$ cat config.mk
export PLATFORM = sky130hd
export DESIGN_NAME = printer_escape_code_parser_top
export DESIGN_NICKNAME = d
export VERILOG_FILES = /design/src/rtl/pec_pkg.sv /design/src/rtl/pec_decode.sv /design/src/rtl/pec_out_queue.sv /design/src/rtl/printer_escape_code_parser_top.sv
export SDC_FILE = /design/constraint.sdc
export NUM_CORES = 1
export LEC_CHECK = 0
export BUFFER_PORTS_ARGS = -buffer_cell sky130_fd_sc_hd__buf_4
export CAP_MARGIN = 5
export CORE_MARGIN = 5
export CORE_UTILIZATION = 25
export CTS_BUF_LIST = sky130_fd_sc_hd__clkbuf_2
export CTS_CLUSTER_DIAMETER = 50
export DETAILED_ROUTE_END_ITERATION = 10
export GPL_ROUTABILITY_DRIVEN = 0
export PLACE_DENSITY = 0.46
export SLEW_MARGIN = 5
export SYNTH_ARGS = -nofsm -noshare
export SYNTH_HDL_FRONTEND = slang
export SYNTH_SLANG_ARGS = --single-unit
$ cat constraint.sdc
create_clock -name clk -period 8.34 [get_ports clk]
set_input_delay 0 -clock clk [delete_from_list [all_inputs] [get_ports clk]]
set_output_delay 0 -clock clk [all_outputs]
set_load 0.01 [all_outputs]
$ cat src/rtl/pec_pkg.sv
`timescale 1ns / 1ps
// ----------------------------------------------------------------------------
// pec_pkg: shared types and constants of the printer escape code parser
// Byte codes, command codes, escape phases, the result record and the
// sizing of the result queue.
// ----------------------------------------------------------------------------
package pec_pkg;

  // Control bytes seen outside an escape sequence
  localparam logic [7:0] ChrLf        = 8'h0a;
  localparam logic [7:0] ChrFf        = 8'h0c;
  localparam logic [7:0] ChrCr        = 8'h0d;
  localparam logic [7:0] ChrExpand    = 8'h0e;
  localparam logic [7:0] ChrCondensed = 8'h0f;
  localparam logic [7:0] ChrCancelDc2 = 8'h12;
  localparam logic [7:0] ChrCancelDc4 = 8'h14;
  localparam logic [7:0] ChrEsc       = 8'h1b;

  // Bytes that follow ESC
  localparam logic [7:0] EscGraphics  = 8'h2a;
  localparam logic [7:0] EscUnderline = 8'h2d;
  localparam logic [7:0] EscSpacing   = 8'h33;
  localparam logic [7:0] EscItalicOn  = 8'h34;
  localparam logic [7:0] EscItalicOff = 8'h35;
  localparam logic [7:0] EscInit      = 8'h40;
  localparam logic [7:0] EscTabs      = 8'h44;
  localparam logic [7:0] EscBoldOn    = 8'h45;
  localparam logic [7:0] EscBoldOff   = 8'h46;
  localparam logic [7:0] EscQuality   = 8'h78;

  // Tab list terminator
  localparam logic [7:0] ChrNul = 8'h00;

  // Width modes
  localparam logic [1:0] WidthNormal   = 2'd0;
  localparam logic [1:0] WidthExpanded = 2'd1;
  localparam logic [1:0] WidthCondense = 2'd2;

  // Result queue sizing: one byte makes at most two results
  localparam int MaxRes = 2;
  localparam int QDepth = 4;
  localparam int PtrW   = $clog2(QDepth);
  localparam int CntW   = $clog2(QDepth + 1);

  typedef enum logic [3:0] {
    CMD_CHAR       = 4'd0,
    CMD_CR         = 4'd1,
    CMD_LF         = 4'd2,
    CMD_PAGE       = 4'd3,
    CMD_WIDTH      = 4'd4,
    CMD_BOLD_ON    = 4'd5,
    CMD_BOLD_OFF   = 4'd6,
    CMD_ITALIC_ON  = 4'd7,
    CMD_ITALIC_OFF = 4'd8,
    CMD_COLUMN     = 4'd9,
    CMD_BAD_ESC    = 4'd10
  } cmd_t;

  typedef enum logic [2:0] {
    PH_ENTERED   = 3'd0,
    PH_GRAPHICS  = 3'd1,
    PH_UNDERLINE = 3'd2,
    PH_SPACING   = 3'd3,
    PH_TABS      = 3'd4,
    PH_QUALITY   = 3'd5
  } phase_t;

  typedef struct packed {
    cmd_t        command;
    logic [7:0]  char_code;
    logic [1:0]  width_mode;
    logic [23:0] column_bits;
    logic        last;
  } result_t;

  // Decoder to queue: one decoded byte
  typedef struct packed {
    logic       push;
    logic [1:0] n_res;
    result_t    res0;
    result_t    res1;
  } dec_out_t;

  // Queue status back to the top level
  typedef struct packed {
    logic            space_ok;
    logic [CntW-1:0] count;
  } q_stat_t;

  function automatic result_t mk_res(cmd_t cmd, logic [7:0] ch, logic [1:0] wm,
                                     logic [23:0] col);
    result_t r;
    r.command     = cmd;
    r.char_code   = ch;
    r.width_mode  = wm;
    r.column_bits = col;
    r.last        = 1'b1;
    return r;
  endfunction

endpackage

$ cat src/rtl/pec_decode.sv
`timescale 1ns / 1ps
// ----------------------------------------------------------------------------
// pec_decode: byte decoder and parser state
// Decodes one byte per step into up to two results and updates the escape,
// width and graphics state registers.
// ----------------------------------------------------------------------------
module pec_decode (
  input  logic              clk,
  input  logic              rst_n,
  input  logic              step_en,
  input  logic [7:0]        byte_in,
  output pec_pkg::dec_out_t dec_out
);

  logic              in_escape_r, in_escape_nxt;
  pec_pkg::phase_t   phase_r, phase_nxt;
  logic [1:0]        width_r, width_nxt;
  logic [17:0]       gcnt_r, gcnt_nxt;
  logic [15:0]       gcols_r, gcols_nxt;
  logic [15:0]       partial_r, partial_nxt;
  logic [1:0]        grp_r, grp_nxt;     // (gcnt - 3) mod 3 once past the header
  logic [17:0]       gcnt_inc;
  logic [17:0]       gend;

  // Graphics end point: 3 header bytes plus 3 bytes per column
  assign gcnt_inc = gcnt_r + 18'd1;
  assign gend     = {2'b00, gcols_r} + {1'b0, gcols_r, 1'b0} + 18'd3;

  // Next state and results
  always_comb begin
    in_escape_nxt   = in_escape_r;
    phase_nxt       = phase_r;
    width_nxt       = width_r;
    gcnt_nxt        = gcnt_r;
    gcols_nxt       = gcols_r;
    partial_nxt     = partial_r;
    grp_nxt         = grp_r;
    dec_out.push    = step_en;
    dec_out.n_res   = 2'd0;
    dec_out.res0    = '0;
    dec_out.res1    = '0;
    if (step_en) begin
      if (!in_escape_r) begin
        // Normal text stream
        unique case (byte_in) inside
          pec_pkg::ChrExpand: begin
            width_nxt     = pec_pkg::WidthExpanded;
            dec_out.n_res = 2'd1;
            dec_out.res0  = pec_pkg::mk_res(pec_pkg::CMD_WIDTH, 8'd0,
                                            pec_pkg::WidthExpanded, 24'd0);
          end
          pec_pkg::ChrCancelDc4, pec_pkg::ChrCancelDc2: begin
            width_nxt     = pec_pkg::WidthNormal;
            dec_out.n_res = 2'd1;
            dec_out.res0  = pec_pkg::mk_res(pec_pkg::CMD_WIDTH, 8'd0,
                                            pec_pkg::WidthNormal, 24'd0);
          end
          pec_pkg::ChrCondensed: begin
            width_nxt     = pec_pkg::WidthCondense;
            dec_out.n_res = 2'd1;
            dec_out.res0  = pec_pkg::mk_res(pec_pkg::CMD_WIDTH, 8'd0,
                                            pec_pkg::WidthCondense, 24'd0);
          end
          pec_pkg::ChrCr: begin
            dec_out.n_res = 2'd1;
            dec_out.res0  = pec_pkg::mk_res(pec_pkg::CMD_CR, 8'd0, 2'd0, 24'd0);
          end
          pec_pkg::ChrLf: begin
            // LF ends one-line expansion: width result first
            if (width_r == pec_pkg::WidthExpanded) begin
              width_nxt         = pec_pkg::WidthNormal;
              dec_out.n_res     = 2'd2;
              dec_out.res0      = pec_pkg::mk_res(pec_pkg::CMD_WIDTH, 8'd0,
                                                  pec_pkg::WidthNormal, 24'd0);
              dec_out.res0.last = 1'b0;
              dec_out.res1      = pec_pkg::mk_res(pec_pkg::CMD_LF, 8'd0, 2'd0, 24'd0);
            end else begin
              dec_out.n_res = 2'd1;
              dec_out.res0  = pec_pkg::mk_res(pec_pkg::CMD_LF, 8'd0, 2'd0, 24'd0);
            end
          end
          pec_pkg::ChrFf: begin
            dec_out.n_res = 2'd1;
            dec_out.res0  = pec_pkg::mk_res(pec_pkg::CMD_PAGE, 8'd0, 2'd0, 24'd0);
          end
          pec_pkg::ChrEsc: begin
            in_escape_nxt = 1'b1;
            phase_nxt     = pec_pkg::PH_ENTERED;
          end
          default: begin
            dec_out.n_res = 2'd1;
            dec_out.res0  = pec_pkg::mk_res(pec_pkg::CMD_CHAR, byte_in, 2'd0, 24'd0);
          end
        endcase
      end else begin
        unique case (phase_r)
          pec_pkg::PH_ENTERED: begin
            // First byte after ESC
            unique case (byte_in) inside
              pec_pkg::EscBoldOn: begin
                dec_out.n_res = 2'd1;
                dec_out.res0  = pec_pkg::mk_res(pec_pkg::CMD_BOLD_ON, 8'd0, 2'd0,
                                                24'd0);
              end
              pec_pkg::EscBoldOff: begin
                dec_out.n_res = 2'd1;
                dec_out.res0  = pec_pkg::mk_res(pec_pkg::CMD_BOLD_OFF, 8'd0, 2'd0,
                                                24'd0);
              end
              pec_pkg::EscItalicOn: begin
                dec_out.n_res = 2'd1;
                dec_out.res0  = pec_pkg::mk_res(pec_pkg::CMD_ITALIC_ON, 8'd0, 2'd0,
                                                24'd0);
              end
              pec_pkg::EscItalicOff: begin
                dec_out.n_res = 2'd1;
                dec_out.res0  = pec_pkg::mk_res(pec_pkg::CMD_ITALIC_OFF, 8'd0, 2'd0,
                                                24'd0);
              end
              pec_pkg::EscGraphics: begin
                gcnt_nxt    = 18'd0;
                partial_nxt = 16'd0;
                grp_nxt     = 2'd0;
                phase_nxt   = pec_pkg::PH_GRAPHICS;
              end
              pec_pkg::EscUnderline: phase_nxt = pec_pkg::PH_UNDERLINE;
              pec_pkg::EscSpacing:   phase_nxt = pec_pkg::PH_SPACING;
              pec_pkg::EscInit:      phase_nxt = pec_pkg::PH_ENTERED;
              pec_pkg::EscTabs:      phase_nxt = pec_pkg::PH_TABS;
              pec_pkg::EscQuality:   phase_nxt = pec_pkg::PH_QUALITY;
              default: begin
                dec_out.n_res = 2'd1;
                dec_out.res0  = pec_pkg::mk_res(pec_pkg::CMD_BAD_ESC, byte_in, 2'd0,
                                                24'd0);
              end
            endcase
            if (phase_nxt == pec_pkg::PH_ENTERED) begin
              in_escape_nxt = 1'b0;
            end
          end
          pec_pkg::PH_GRAPHICS: begin
            // Mode byte, count low, count high, then 3-byte columns
            if (gcnt_r == 18'd0) begin
              gcnt_nxt = 18'd1;
            end else if (gcnt_r == 18'd1) begin
              gcols_nxt = {8'd0, byte_in};
              gcnt_nxt  = 18'd2;
            end else if (gcnt_r == 18'd2) begin
              gcols_nxt = {byte_in, gcols_r[7:0]};
              gcnt_nxt  = 18'd3;
              if ({byte_in, gcols_r[7:0]} == 16'd0) begin
                in_escape_nxt = 1'b0;
              end
            end else begin
              case (grp_r)
                2'd0: begin
                  partial_nxt = {byte_in, 8'd0};
                  grp_nxt     = 2'd1;
                end
                2'd1: begin
                  partial_nxt = {partial_r[15:8], partial_r[7:0] | byte_in};
                  grp_nxt     = 2'd2;
                end
                default: begin
                  dec_out.n_res = 2'd1;
                  dec_out.res0  = pec_pkg::mk_res(pec_pkg::CMD_COLUMN, 8'd0, 2'd0,
                                                  {partial_r, byte_in});
                  partial_nxt   = 16'd0;
                  grp_nxt       = 2'd0;
                end
              endcase
              gcnt_nxt = gcnt_inc;
              if (gcnt_inc >= gend) begin
                in_escape_nxt = 1'b0;
              end
            end
          end
          pec_pkg::PH_TABS: begin
            if (byte_in == pec_pkg::ChrNul) begin
              in_escape_nxt = 1'b0;
            end
          end
          default: in_escape_nxt = 1'b0;
        endcase
      end
    end
  end

  // State registers
  always_ff @(posedge clk) begin
    if (!rst_n) begin
      in_escape_r <= 1'b0;
      phase_r     <= pec_pkg::PH_ENTERED;
      width_r     <= pec_pkg::WidthNormal;
      gcnt_r      <= 18'd0;
      gcols_r     <= 16'd0;
      partial_r   <= 16'd0;
      grp_r       <= 2'd0;
    end else begin
      in_escape_r <= in_escape_nxt;
      phase_r     <= phase_nxt;
      width_r     <= width_nxt;
      gcnt_r      <= gcnt_nxt;
      gcols_r     <= gcols_nxt;
      partial_r   <= partial_nxt;
      grp_r       <= grp_nxt;
    end
  end

endmodule

$ cat src/rtl/pec_out_queue.sv
`timescale 1ns / 1ps
// ----------------------------------------------------------------------------
// pec_out_queue: result queue
// Small flop queue that takes up to two results per cycle and hands out one
// per cycle on the result channel while it is not stalled.
// ----------------------------------------------------------------------------
module pec_out_queue (
  input  logic              clk,
  input  logic              rst_n,
  input  pec_pkg::dec_out_t dec_out,
  input  logic              pop,
  output pec_pkg::result_t  head,
  output logic              head_valid,
  output pec_pkg::q_stat_t  stat
);

  localparam int PtrW = pec_pkg::PtrW;
  localparam int CntW = pec_pkg::CntW;

  pec_pkg::result_t  entry_r [pec_pkg::QDepth];
  logic [PtrW-1:0]   wr_ptr_r, wr_ptr_nxt;
  logic [PtrW-1:0]   rd_ptr_r, rd_ptr_nxt;
  logic [CntW-1:0]   count_r, count_nxt;
  logic [1:0]        n_wr;
  logic [PtrW-1:0]   wr_ptr_p1;

  assign n_wr      = dec_out.push ? dec_out.n_res : 2'd0;
  assign wr_ptr_p1 = wr_ptr_r + PtrW'(1);

  // Room for a worst-case byte, counting a pop in this cycle
  assign stat.space_ok = ({1'b0, count_r} + (CntW+1)'(pec_pkg::MaxRes)) <=
                         ((CntW+1)'(pec_pkg::QDepth) + (CntW+1)'(pop));
  assign stat.count    = count_r;

  assign head       = entry_r[rd_ptr_r];
  assign head_valid = (count_r != '0);

  // Pointer and fill count update
  always_comb begin
    wr_ptr_nxt = wr_ptr_r + PtrW'(n_wr);
    rd_ptr_nxt = rd_ptr_r + PtrW'(pop);
    count_nxt  = count_r + CntW'(n_wr) - CntW'(pop);
  end

  always_ff @(posedge clk) begin
    if (!rst_n) begin
      wr_ptr_r <= '0;
      rd_ptr_r <= '0;
      count_r  <= '0;
    end else begin
      wr_ptr_r <= wr_ptr_nxt;
      rd_ptr_r <= rd_ptr_nxt;
      count_r  <= count_nxt;
    end
  end

  // Result storage
  always_ff @(posedge clk) begin
    if (n_wr != 2'd0) begin
      entry_r[wr_ptr_r] <= dec_out.res0;
    end
    if (n_wr == 2'd2) begin
      entry_r[wr_ptr_p1] <= dec_out.res1;
    end
  end

endmodule

$ cat src/rtl/printer_escape_code_parser_top.sv
`timescale 1ns / 1ps
// ----------------------------------------------------------------------------
// printer_escape_code_parser_top: dot-matrix printer control code parser
// Takes one printer byte per request and returns characters, control
// commands, style changes and bit-image graphics columns.
// ----------------------------------------------------------------------------
//   channel | ports                                         | direction
//   input   | in_valid, in_stall, in_byte_in                | byte stream in
//   result  | out_valid, out_stall, out_command, out_char_code,
//           | out_width_mode, out_column_bits, out_last     | results out
//
// One byte per cycle while in_stall is low: a byte is held in the input
// register and is decoded as it moves into the result queue; its first result
// shows the cycle after. An LF ending one-line expansion gives two results,
// which the result port drains one per cycle, while out_stall is low, through
// the four-entry queue. Reset is synchronous and clears parser state and the
// queue. in_stall rises only while a held byte cannot enter the queue.
// ----------------------------------------------------------------------------
module printer_escape_code_parser_top (
  input  logic        clk,
  input  logic        rst_n,
  input  logic        in_valid,
  output logic        in_stall,
  input  logic [7:0]  in_byte_in,
  output logic        out_valid,
  input  logic        out_stall,
  output logic [3:0]  out_command,
  output logic [7:0]  out_char_code,
  output logic [1:0]  out_width_mode,
  output logic [23:0] out_column_bits,
  output logic        out_last
);

  logic              in_valid_r, in_valid_nxt;
  logic [7:0]        in_byte_r;
  logic              in_take;
  logic              step_en;
  logic              pop;
  pec_pkg::dec_out_t dec_out;
  pec_pkg::result_t  head;
  pec_pkg::q_stat_t  q_stat;

  // Input register handshake
  assign step_en  = in_valid_r && q_stat.space_ok;
  assign in_stall = in_valid_r && !q_stat.space_ok;
  assign in_take  = in_valid && !in_stall;

  always_comb begin
    if (in_take) begin
      in_valid_nxt = 1'b1;
    end else if (step_en) begin
      in_valid_nxt = 1'b0;
    end else begin
      in_valid_nxt = in_valid_r;
    end
  end

  always_ff @(posedge clk) begin
    if (!rst_n) begin
      in_valid_r <= 1'b0;
    end else begin
      in_valid_r <= in_valid_nxt;
    end
  end

  always_ff @(posedge clk) begin
    if (in_take) begin
      in_byte_r <= in_byte_in;
    end
  end

  // Decoder and parser state
  pec_decode u_decode (
    .clk     (clk),
    .rst_n   (rst_n),
    .step_en (step_en),
    .byte_in (in_byte_r),
    .dec_out (dec_out)
  );

  // Result queue
  assign pop = out_valid && !out_stall;

  pec_out_queue u_queue (
    .clk        (clk),
    .rst_n      (rst_n),
    .dec_out    (dec_out),
    .pop        (pop),
    .head       (head),
    .head_valid (out_valid),
    .stat       (q_stat)
  );

  assign out_command     = head.command;
  assign out_char_code   = head.char_code;
  assign out_width_mode  = head.width_mode;
  assign out_column_bits = head.column_bits;
  assign out_last        = head.last;

`ifndef NO_ASSERTIONS
  // Queue never overfills
  a_q_bound : assert property (@(posedge clk) disable iff (!rst_n)
    q_stat.count <= pec_pkg::CntW'(pec_pkg::QDepth))
    else $error("result queue overfilled");

  // Two results from one byte are always width then LF
  a_pair : assert property (@(posedge clk) disable iff (!rst_n)
    (step_en && dec_out.n_res == 2'd2) |->
      (dec_out.res0.command == pec_pkg::CMD_WIDTH &&
       dec_out.res1.command == pec_pkg::CMD_LF && !dec_out.res0.last))
    else $error("bad result pair");

  // A decoded byte with results makes the queue non-empty next cycle
  a_push_visible : assert property (@(posedge clk) disable iff (!rst_n)
    (step_en && dec_out.n_res != 2'd0) |=> out_valid)
    else $error("decoded result not queued");
`endif

endmodule

Word level (Yosys, flattened, before mapping)
Memory sizes are Yosys's and may differ from the RTL's. A register that Yosys moved wholly into a read port is not among the register bits.
Cells that the tools add are included.
{"block": "totals", "register_bits": 74, "latchBits": 0, "ramBits": 156, "romBits": 0, "inputBits": 12, "output_inout_bits": 41, "word_cells": 151, "n_memories": 1}
{"memory": "u_queue.entry_r", "depth": 4, "word_bits": 39, "rd": 1, "rd_clocked_by_memory_dff": 1, "wr": 2, "line": "pec_out_queue.sv:20", "text": "pec_pkg::result_t entry_r [pec_pkg::QDepth];"}
{"block": "op_classes", "add_sub_neg": 10, "mul": 0, "div": 0, "n_lt_le_gt_ge": 2, "n_eq_ne": 32, "shifts": 0, "n_mux": 59, "bitwise": 3, "reduce_logical": 30}
{"operator": "case mux 41 bit (7 select lines)", "n": 1}
{"operator": "2-to-1 mux 41 bit", "n": 5}
{"operator": "case mux 40 bit (5 select lines)", "n": 1}
{"operator": "2-to-1 mux 16 bit", "n": 6}
{"operator": "case mux 41 bit (2 select lines)", "n": 1}
{"operator": "2-to-1 mux 80 bit", "n": 1}
{"operator": "2-to-1 mux 39 bit", "n": 2}
{"operator": "2-to-1 mux 18 bit", "n": 4}
{"operator": "case mux 16 bit (2 select lines)", "n": 2}
{"operator": "equality test 8 x 4 -> 1 bit (second input constant)", "n": 5}
{"operator": "equality test 8 x 6 -> 1 bit (second input constant)", "n": 5}
{"operator": "equality test 8 x 7 -> 1 bit (second input constant)", "n": 5}
{"operator": "2-to-1 mux 40 bit", "n": 1}
{"operator": "2-to-1 mux 37 bit", "n": 1}
{"operator": "case mux 18 bit (2 select lines)", "n": 1}
{"operator": "equality test 8 x 5 -> 1 bit (second input constant)", "n": 3}
{"operator": "adder 16 x 17 -> 18 bit", "n": 1}
{"operator": "adder 18 x 1 -> 18 bit (second input constant)", "n": 1}
{"operator": "adder 18 x 2 -> 18 bit (second input constant)", "n": 1}
{"operator": "equality test 18 x 1 -> 1 bit (second input constant)", "n": 1}
{"operator": "equality test 18 x 2 -> 1 bit (second input constant)", "n": 1}
{"operator": "greater-or-equal comparator 18 bit", "n": 1}
{"operator": "logical NOT 18 bit", "n": 1}
{"operator": "2-to-1 mux 3 bit", "n": 6}
{"operator": "other kinds (38)", "n": 79}

Logic depth before layout (Yosys ltp)
Gate-level depths: netlist (run 1).
{"block": "logic_depth", "ltp_word": 13, "ltp_mapped": 17, "depth_no_buf": 17}

Modules after synthesis
Synthesis (run 1) repeated with hierarchy kept, for this count alone.
{"block": "unflattened", "cells_unflattened": 1154, "area_unflattened_um2": 13710.6}
{"module": "pec_out_queue", "n_inst": 1, "cells_per_inst": 436, "area_per_inst_um2": 7993.9, "seq_area_each_um2": 4824.6}
{"module": "pec_decode", "n_inst": 1, "cells_per_inst": 704, "area_per_inst_um2": 5416.4, "seq_area_each_um2": 1161.1}
{"module": "printer_escape_code_parser_top", "n_inst": 1, "cells_per_inst": 14, "area_per_inst_um2": 300.3, "seq_area_each_um2": 260.2}

Worst setup path before layout (run 1)
No wires, ideal clock.
{"block": "synth_timing", "path_kind": "register to register", "from": "register u_decode.gcols_r[2]", "to": "register u_decode.in_escape_r", "arrival_time_ns": 3.260, "path_slack_ns": 4.956, "path_stages_with_launch": 17, "path_cell_list": "dfxtp_1 > inv_1 > ha_1 > ha_1 > and3_1 > a221oi_1 > nor2_1 > o31ai_1 > a21o_1 > nand3b_1 > xnor2_1 > ha_1 > nand4_1 > a211oi_1 > o21ai_0 > a41oi_1 > o21ai_0"}
{"block": "synth_between", "elab_chain_cells": 9, "word_cells_on_any_way": 11}
{"element": "start, declared", "line": "pec_decode.sv:19", "text": "logic [15:0] gcols_r, gcols_nxt;"}
{"element": "start signal, assigned", "line": "pec_decode.sv:204", "text": "gcols_r <= gcols_nxt;"}
{"element": "adder 16 x 17 -> 18 bit", "line": "pec_decode.sv:27", "text": "assign gend = {2'b00, gcols_r} + {1'b0, gcols_r, 1'b0} + 18'd3;"}
{"element": "adder 18 x 2 -> 18 bit", "line": "pec_decode.sv:27"}
{"element": "greater-or-equal comparator 18 bit", "line": "pec_decode.sv:173", "text": "if (gcnt_inc >= gend) begin"}
{"element": "2-to-1 mux 1 bit", "line": "pec_decode.sv:173"}
{"element": "2-to-1 mux 1 bit *", "line": "pec_decode.sv:148", "text": "end else if (gcnt_r == 18'd2) begin"}
{"element": "2-to-1 mux 1 bit *", "line": "pec_decode.sv:145", "text": "end else if (gcnt_r == 18'd1) begin"}
{"element": "2-to-1 mux 1 bit *", "line": "pec_decode.sv:143", "text": "if (gcnt_r == 18'd0) begin"}
{"element": "case mux 1 bit (3 select lines) *", "line": "pec_decode.sv:96", "text": "unique case (phase_r)"}
{"element": "2-to-1 mux 1 bit *", "line": "pec_decode.sv:43", "text": "if (!in_escape_r) begin"}
{"element": "end signal, assigned", "line": "pec_decode.sv:200", "text": "in_escape_r <= in_escape_nxt;"}
{"element": "end, declared", "line": "pec_decode.sv:15", "text": "logic in_escape_r, in_escape_nxt;"}
Every way passes the cells marked *; elsewhere a longest branch is shown, timed or not.
A chain may end at the register's enable or synchronous reset.

Worst setup path after layout (run 1)
{"block": "layout_timing", "from": "register u_decode.gcols_r[3]", "to": "register u_decode.in_escape_r"}
Same word-level chain as after synthesis.

==> results.yml, run 1 <==
critical_path:
  r2r-start: "u_decode.gcols_r[3]"
  reg2reg_to: "u_decode.in_escape_r"
  max_stage_delay_ps: 470
  crit_end: "u_decode.in_escape_r"
  r2r_cells: 16
  cp-start-kind: "flip-flop"
  crit_path_top_delay_cell: "a221oi_1"
  endpoint_kind: "flip-flop"
  cp_common_cell: "ha_1"
  arrival_ps: 4650
  crit_fanout: 4
  cp.required_ps: 9080
  cp_cell_sequence: "inv_1 > ha_1 > ha_1 > and3_1 > a221oi_1 > nor2_1 > o31ai_1 > a21o_1 > a31oi_1 > xnor2_1 > ha_1 > nand4_1 > a211oi_1 > o21ai_0 > a41oi_1 > o21ai_0"
  cp-startpoint: "u_decode.gcols_r[3]"
  cp_top_family: "compound AO/OA/AOI/OAI gates"
  cp.depth: 16
  r2r_slack_ps: 4440
  crit_buf_inv: 1
  path_class: "reg2reg"
die:
  die_y_um: 231
  die_area_mm2: 0.0534
  initial_core_util_pct: 25.1
  core-area_mm2: 0.0486
  ios: 53
  die_w_um: 231
  rows: 81
synth:
  postSynthAreaPerCell_um2: 9.91
  synthTopCellsByArea: "dfxtp_1, mux2i_1, mux4_2"
  synthMostInstantiatedCell: "dfxtp_1"
  synth_flop_cell: "dfxtp_1"
  synth_edf_count: 16
  synthTopCellsByCount: "dfxtp_1, nor2_1, mux2i_1"
  yosysTopAreaCellShare_pct: 35.0
  yosysUniqueCellTypes: 83
  synth_nets: 1311
  synth_seq_cells: 230
  yosysSeqAreaShare_pct: 39.0
  synthArstFlopShare_pct: 0
  synthesis.area_mm2: 0.0122
  synth_top_area_cell: "dfxtp_1"
  syn_inst: 1234
  ys.warnings.count: 0
timing:
  finClkSkew_ps: 132
  fmax_ghz: 0.256
  slew_viol_final: 0
  setup_viol: 0
  worst_slew_pin_slew_ps: 1100
  final.min_clock_period_ps: 3900
  setup-tns-final_ps: 0
  rsz0062_at_grt: "no"
  maxSlewHeadroom_pct: 26.4
  finalHoldViolations: 0
  hold_slack_ps: 150
  period_share_pct: 46.8
flow_run:
  drv_cap: 0
clocking:
  cts_htree_levels: 3
  cts_tree: "built"
  clockBufferDepth: 3
  root_buffer: "clkbuf_2"
  clk_latency_ps: 950
  numCtsBuffers: 67
  cts.clk_slew.worst_paths_ps: 120
  clock-sinks: 230
routing:
  postRouteAntennaNets: 0
  dr.first_iter.drc_count: 496
  routed_via_density: 4.68
  wl_um: 32600
  drt_first_pass_iters: 5
  vias: 9313
  wl_per_cell_um: 16.4
  drc: 0
power:
  powerDensity_mw_per_mm2: 186
  p_leak_nw: 6.30
  ir_worst_vdd_mv: 0.103
grt:
  grt_pass1_vias: 9532
  grt_max_degree: 60
  antenna_found_initial: 1
  grt_overflow: 0
  grt_use_total_pct: 12.3
  grt_first_pass_wirelength_um: 52900
min_path:
  hold_class: "in2reg"
final_layout:
  nFillCells: 5182
  multiInputGateArea_mm2: 0.00691
  finalNetCount: 1398
  seqCellArea_mm2: 0.00477
  drive_above_1_share_pct: 18.8
  syn_to_final_growth_pct: 13.7
placed_design:
  post-dp-hpwl_um: 20700
  port_buffers: 52
outcome:
  status: "completed"
==> placed cells by master, fill, tap and decap left out, types with 17 or more instances in the layout <==
| cell type | n |
|---|---|
| xnor2_1 | 17 |
| nor2b_1 | 45 |
| dfxtp_1 | 212 |
| nand2_1 | 45 |
| mux2i_1 | 127 |
| a22oi_1 | 18 |
| mux4_2 | 39 |
| xor2_1 | 19 |
| and2_1 | 34 |
| o21ai_1 | 33 |
| ha_1 | 64 |
| o21ai_0 | 21 |
| nand3_1 | 55 |
| nor2_1 | 170 |
| a21oi_1 | 37 |
| clkbuf_2 | 102 |
| inv_1 | 27 |
| buf_4 | 70 |
| dlygate4sd3_1 | 21 |
| nand2b_1 | 17 |
==> per-stage QoR <==
stage                     instance area (um^2)  utilization [%]  std cells  power (mW)  worst slack, ps
after CTS                                13900             28.6       1991        2.65             4460
after global routing                     13900             28.6       1992        2.76             4180
after detailed placement                 13100             26.9       1853        1.76             4540
after global placement                   13100             26.9       1853        1.75             4570
final                                    13900             28.6       1992        2.59             4440
after floorplan                          12200                -       1234        1.60             4960
==> worst register-to-register path: cells and delay by family, from the launching register on <==
family	cells	cell delay (ps)
AO/OA/AOI/OAI	8	1740
adder cells (fa/ha/maj)	3	910
AND/OR/NAND/NOR	3	450
flip-flops	1	400
XOR/XNOR	1	150
buffers and inverters	1	60
==> area by class of cell <==
cell class	count	area share, %
repair buffers	91	5.29
well taps	622	5.60
inverters	27	0.729
flip-flops and latches	230	34.3
clock inverters	15	0.684
clock buffers	102	3.67
multi-input cells	904	49.7
diodes	1	0.0180
==> where the power goes <==
group          internal, mW  leakage (nW)  switching (mW)
sequential             1.17          1.88          0.0418
combinational         0.225          3.96           0.293
clock                 0.355         0.465           0.503
==> registers in the layout, summed over array words and instances (netlist names) <==
name                  cells
u_queue.entry_r         156
u_decode.width_r          2
u_decode.phase_r          3
u_decode.partial_r       16
u_queue.rd_ptr_r          2
in_byte_r                 8
in_valid_r                1
u_decode.in_escape_r      1
u_decode.gcols_r         16
u_queue.count_r           3
u_decode.grp_r            2
u_decode.gcnt_r          18
u_queue.wr_ptr_r          2
==> what timing repair did <==
item,in CTS,in global routing
resized for setup,0,0
hold buffers,21,0
buffers inserted,0,0
endpoints found under the hold margin,82,0
==> metal layers <==
metal	up-vias	part of all wire [%]	track usage, %
met5	-	0	0
met4	0	2.1	4.49
met3	47	3.9	2.57
met1	4470	46	15.9
met2	173	48	20.2
li1	4623	-	-
==> cells by family (layout without fill, tap and decap cells) <==
| group | Yosys count | in the layout | share of synthesized area (%) |
|---|---|---|---|
| other | 0 | 1 | 0 |
| AO/OA/AOI/OAI | 183 | 183 | 10.1 |
| AND/OR/NAND/NOR | 453 | 453 | 19.3 |
| buffers and inverters | 100 | 235 | 4.71 |
| flip-flops | 230 | 230 | 39.0 |
| XOR/XNOR | 36 | 36 | 2.58 |
| multiplexers | 167 | 167 | 17.7 |
| adder cells (fa/ha/maj) | 65 | 65 | 6.71 |
==> how the worst min path moves through the flow <==
stage                       start               endpoint  slack (ps)  depth (start not counted)
finish                      rst_n  u_decode.partial_r[8]         150                          3
global placement    in_byte_in[6]           in_byte_r[6]         180                          1
floorplan           in_byte_in[0]           in_byte_r[0]         100                          0
global route                rst_n  u_decode.partial_r[8]         120                          3
CTS                         rst_n  u_decode.partial_r[8]          30                          3
detailed placement  in_byte_in[1]           in_byte_r[1]         180                          1
Power figures use the tool's default switching activity.
==> run 2: changes to the inputs <==
- ABC_AREA: default -> 1
- clock period: 8.34 -> 3.9 ns (I/O delays scaled with it)
==> results.yml, run 2 <==
outcome:
  status: "completed"
clocking:
  clock-sinks: 230
  postCtsSetupBuffers: 0
  clk_latency_ps: 1010
  cts_tree: "built"
  postCtsHoldBufs: 24
  post_cts_resized: 0
  cts_htree_levels: 3
  clockBufferDepth: 3
  cts.clk_slew.worst_paths_ps: 90
  root_buffer: "clkbuf_2"
  numCtsBuffers: 66
synth:
  synthesis.area_mm2: 0.0132
  ys.warnings.count: 0
  synth_top_area_cell: "dfxtp_1"
  synth_xor_area_share_pct: 2.18
  yosysSeqAreaShare_pct: 36.0
  yosysUniqueCellTypes: 47
  synthTopCellsByArea: "dfxtp_1, nand2_1, nor2_1"
  synthMuxAreaShare_pct: 0
  postSynthAreaPerCell_um2: 6.92
  yosysTopAreaCellShare_pct: 32.4
  synthAdderAreaFrac_pct: 6.20
  synthArstFlopShare_pct: 0
  synth_edf_count: 16
  syn_inst: 1913
  synth_compound_area_share_pct: 16.8
  synth_nets: 1990
  synth_top_family_by_area: "simple AND/OR/NAND/NOR gates"
  synth_flop_cell: "dfxtp_1"
  synthMostInstantiatedCell: "nand2_1"
  synthTopCellsByCount: "nand2_1, nor2_1, dfxtp_1"
  yosys.area_share.simple_pct: 30.0
  synth_seq_cells: 230
flow_run:
  drv_cap: 0
timing:
  setup_viol: 0
  period_share_pct: 90.9
  slew_viol_final: 0
  final.min_clock_period_ps: 3550
  maxSlewHeadroom_pct: 25.4
  finClkSkew_ps: 81.8
  rsz0062_at_grt: "no"
  worst_slew_pin_slew_ps: 1120
  setup-tns-final_ps: 0
  fmax_ghz: 0.282
  setup_slack_ps: 354
  finalHoldViolations: 0
die:
  die_area_mm2: 0.0577
  die_y_um: 240
  die_w_um: 240
  rows: 84
  core-area_mm2: 0.0526
  ios: 53
  initial_core_util_pct: 25.2
critical_path:
  r2r-start: "u_queue.count_r[2]"
  r2r_slack_ps: 350
  reg2reg_to: "u_queue.entry_r[3][10]"
  cp.required_ps: 4730
  path_class: "reg2reg"
  cp-start-kind: "flip-flop"
  crit_fanout: 17
  endpoint_kind: "flip-flop"
  arrival_ps: 4380
  r2r_cells: 13
final_layout:
  finalNetCount: 2038
  fin_cells: 2694
  final_cell_mix: "nand2_1, nor2_1, dfxtp_1, nand3_1, a21oi_1"
  syn_to_final_growth_pct: 13.0
  top_register: "u_queue.entry_r"
  largestRegisters: "u_queue.entry_r x156, u_decode.gcnt_r x18"
  final_common_cell: "nand2_1"
  largest_reg_flops: 156
  drive_above_1_share_pct: 13.2
  fin_area_mm2: 0.0150
placed_design:
  dp.cells: 2557
  preCtsSetupSlack_ps: 436
  place_area_mm2: 0.0141
  post-dp-hpwl_um: 25900
  port_buffers: 52
routing:
  drc: 0
  dr.first_iter.drc_count: 702
  postRouteAntennaNets: 0
  routed_via_density: 4.70
  drt_first_pass_iters: 5
  wl_per_cell_um: 15.1
  wl_um: 40700
  vias: 12700
min_path:
  hold_end: "u_queue.rd_ptr_r[0]"
  worst_hold_path.num_cells: 6
  hold_start: "out_stall"
  hold_class: "in2reg"
power:
  ir_worst_vdd_mv: 0.204
  powerDensity_mw_per_mm2: 601
  p_leak_nw: 7.11
grt:
  antenna_found_initial: 2
  use_met3_pct: 3.06
  grt_overflow: 0
  grt_use_total_pct: 14.0
  grt_max_degree: 94
  top_usage_layer: "met2"
  met2_usage_pct: 22.0
  grt_pass1_vias: 12100
  grt_first_pass_wirelength_um: 65700
  use_met1_pct: 19.5
-- run 2: changes by cell type after synthesis, sizes merged, moves of 33 or more --
cell    previous run  this run
nand3             57       210
nand2             51       374
clkbuf            29        67
o21ai             54       117
mux2i            127         0
o22ai              1        39
nor2b             46         0
mux4              39         0
inv               27       112
a21oi             39       228
nor2             172       339
and2              34         1
-- run 2: where the power goes --
part / switching (mW) / leakage, nW / total [mW] / internal (mW)
Sequential: 0.431 / 1.91 / 3.48 / 3.04
Combinational: 2.17 / 4.75 / 3.56 / 1.39
Clock: 1.11 / 0.454 / 1.95 / 0.845
-- run 2: logic make-up (layout without fill, tap and decap cells) --
group,after synthesis,count (layout)
AO/OA/AOI/OAI,399,399
XOR/XNOR,33,33
AND/OR/NAND/NOR,945,945
adder cells (fa/ha/maj),65,65
other,0,4
flip-flops,230,230
buffers and inverters,241,330
-- run 2: critical path, cell delays in order, from the launching register on --
cell and delay [ps]:
dfxtp_1 380, inv_1 70, a31oi_1 340, ha_1 220
a21boi_0 90, a21oi_1 170, nand2_1 160, nor2_1 220
nand4_1 440, inv_1 270, nand2_1 480, buf_4 430
nand2_1 100, nor2_1 40
-- run 2: metal layers --
metal | wire length [um] | vias to the layer above
li1 | - | 6461
met1 | 19800 | 5858
met2 | 18200 | 272
met3 | 1920 | 65
met4 | 810 | 0
met5 | 0 | -
-- run 2: worst max-delay path by stage --
stage / cells after the start / start / endpoint / slack (ps)
floorplan: 21 / u_decode.gcols_r[2] / u_decode.in_escape_r / 790
global placement: 21 / u_decode.gcols_r[2] / u_decode.in_escape_r / 580
detailed placement: 13 / u_queue.count_r[2] / u_queue.entry_r[3][15] / 440
CTS: 5 / u_queue.rd_ptr_r[0] / out_column_bits[12] / 340
global route: 13 / u_queue.count_r[1] / u_queue.entry_r[3][13] / 90
finish: 13 / u_queue.count_r[2] / u_queue.entry_r[3][10] / 350
-- run 2: area by class of cell --
cell class,count,area [um^2]
tap,688,861
antenna,4,10.0
inverter,114,432
fill,5882,37600
sequential,230,4770
multi-input combinational,1442,7340
clock inverter,14,144
timing repair buffer,107,938
clock buffer,95,475
-- run 2: per-stage QoR --
stage                     hold slack [ps]  power (mW)  util [%]
after floorplan                      98.9        5.86         -
after global placement                181        7.06      26.8
after detailed placement              179        7.11      26.8
after CTS                            54.0        9.15      28.5
after global routing                  115        9.72      28.5
final                                 178        8.99      28.5
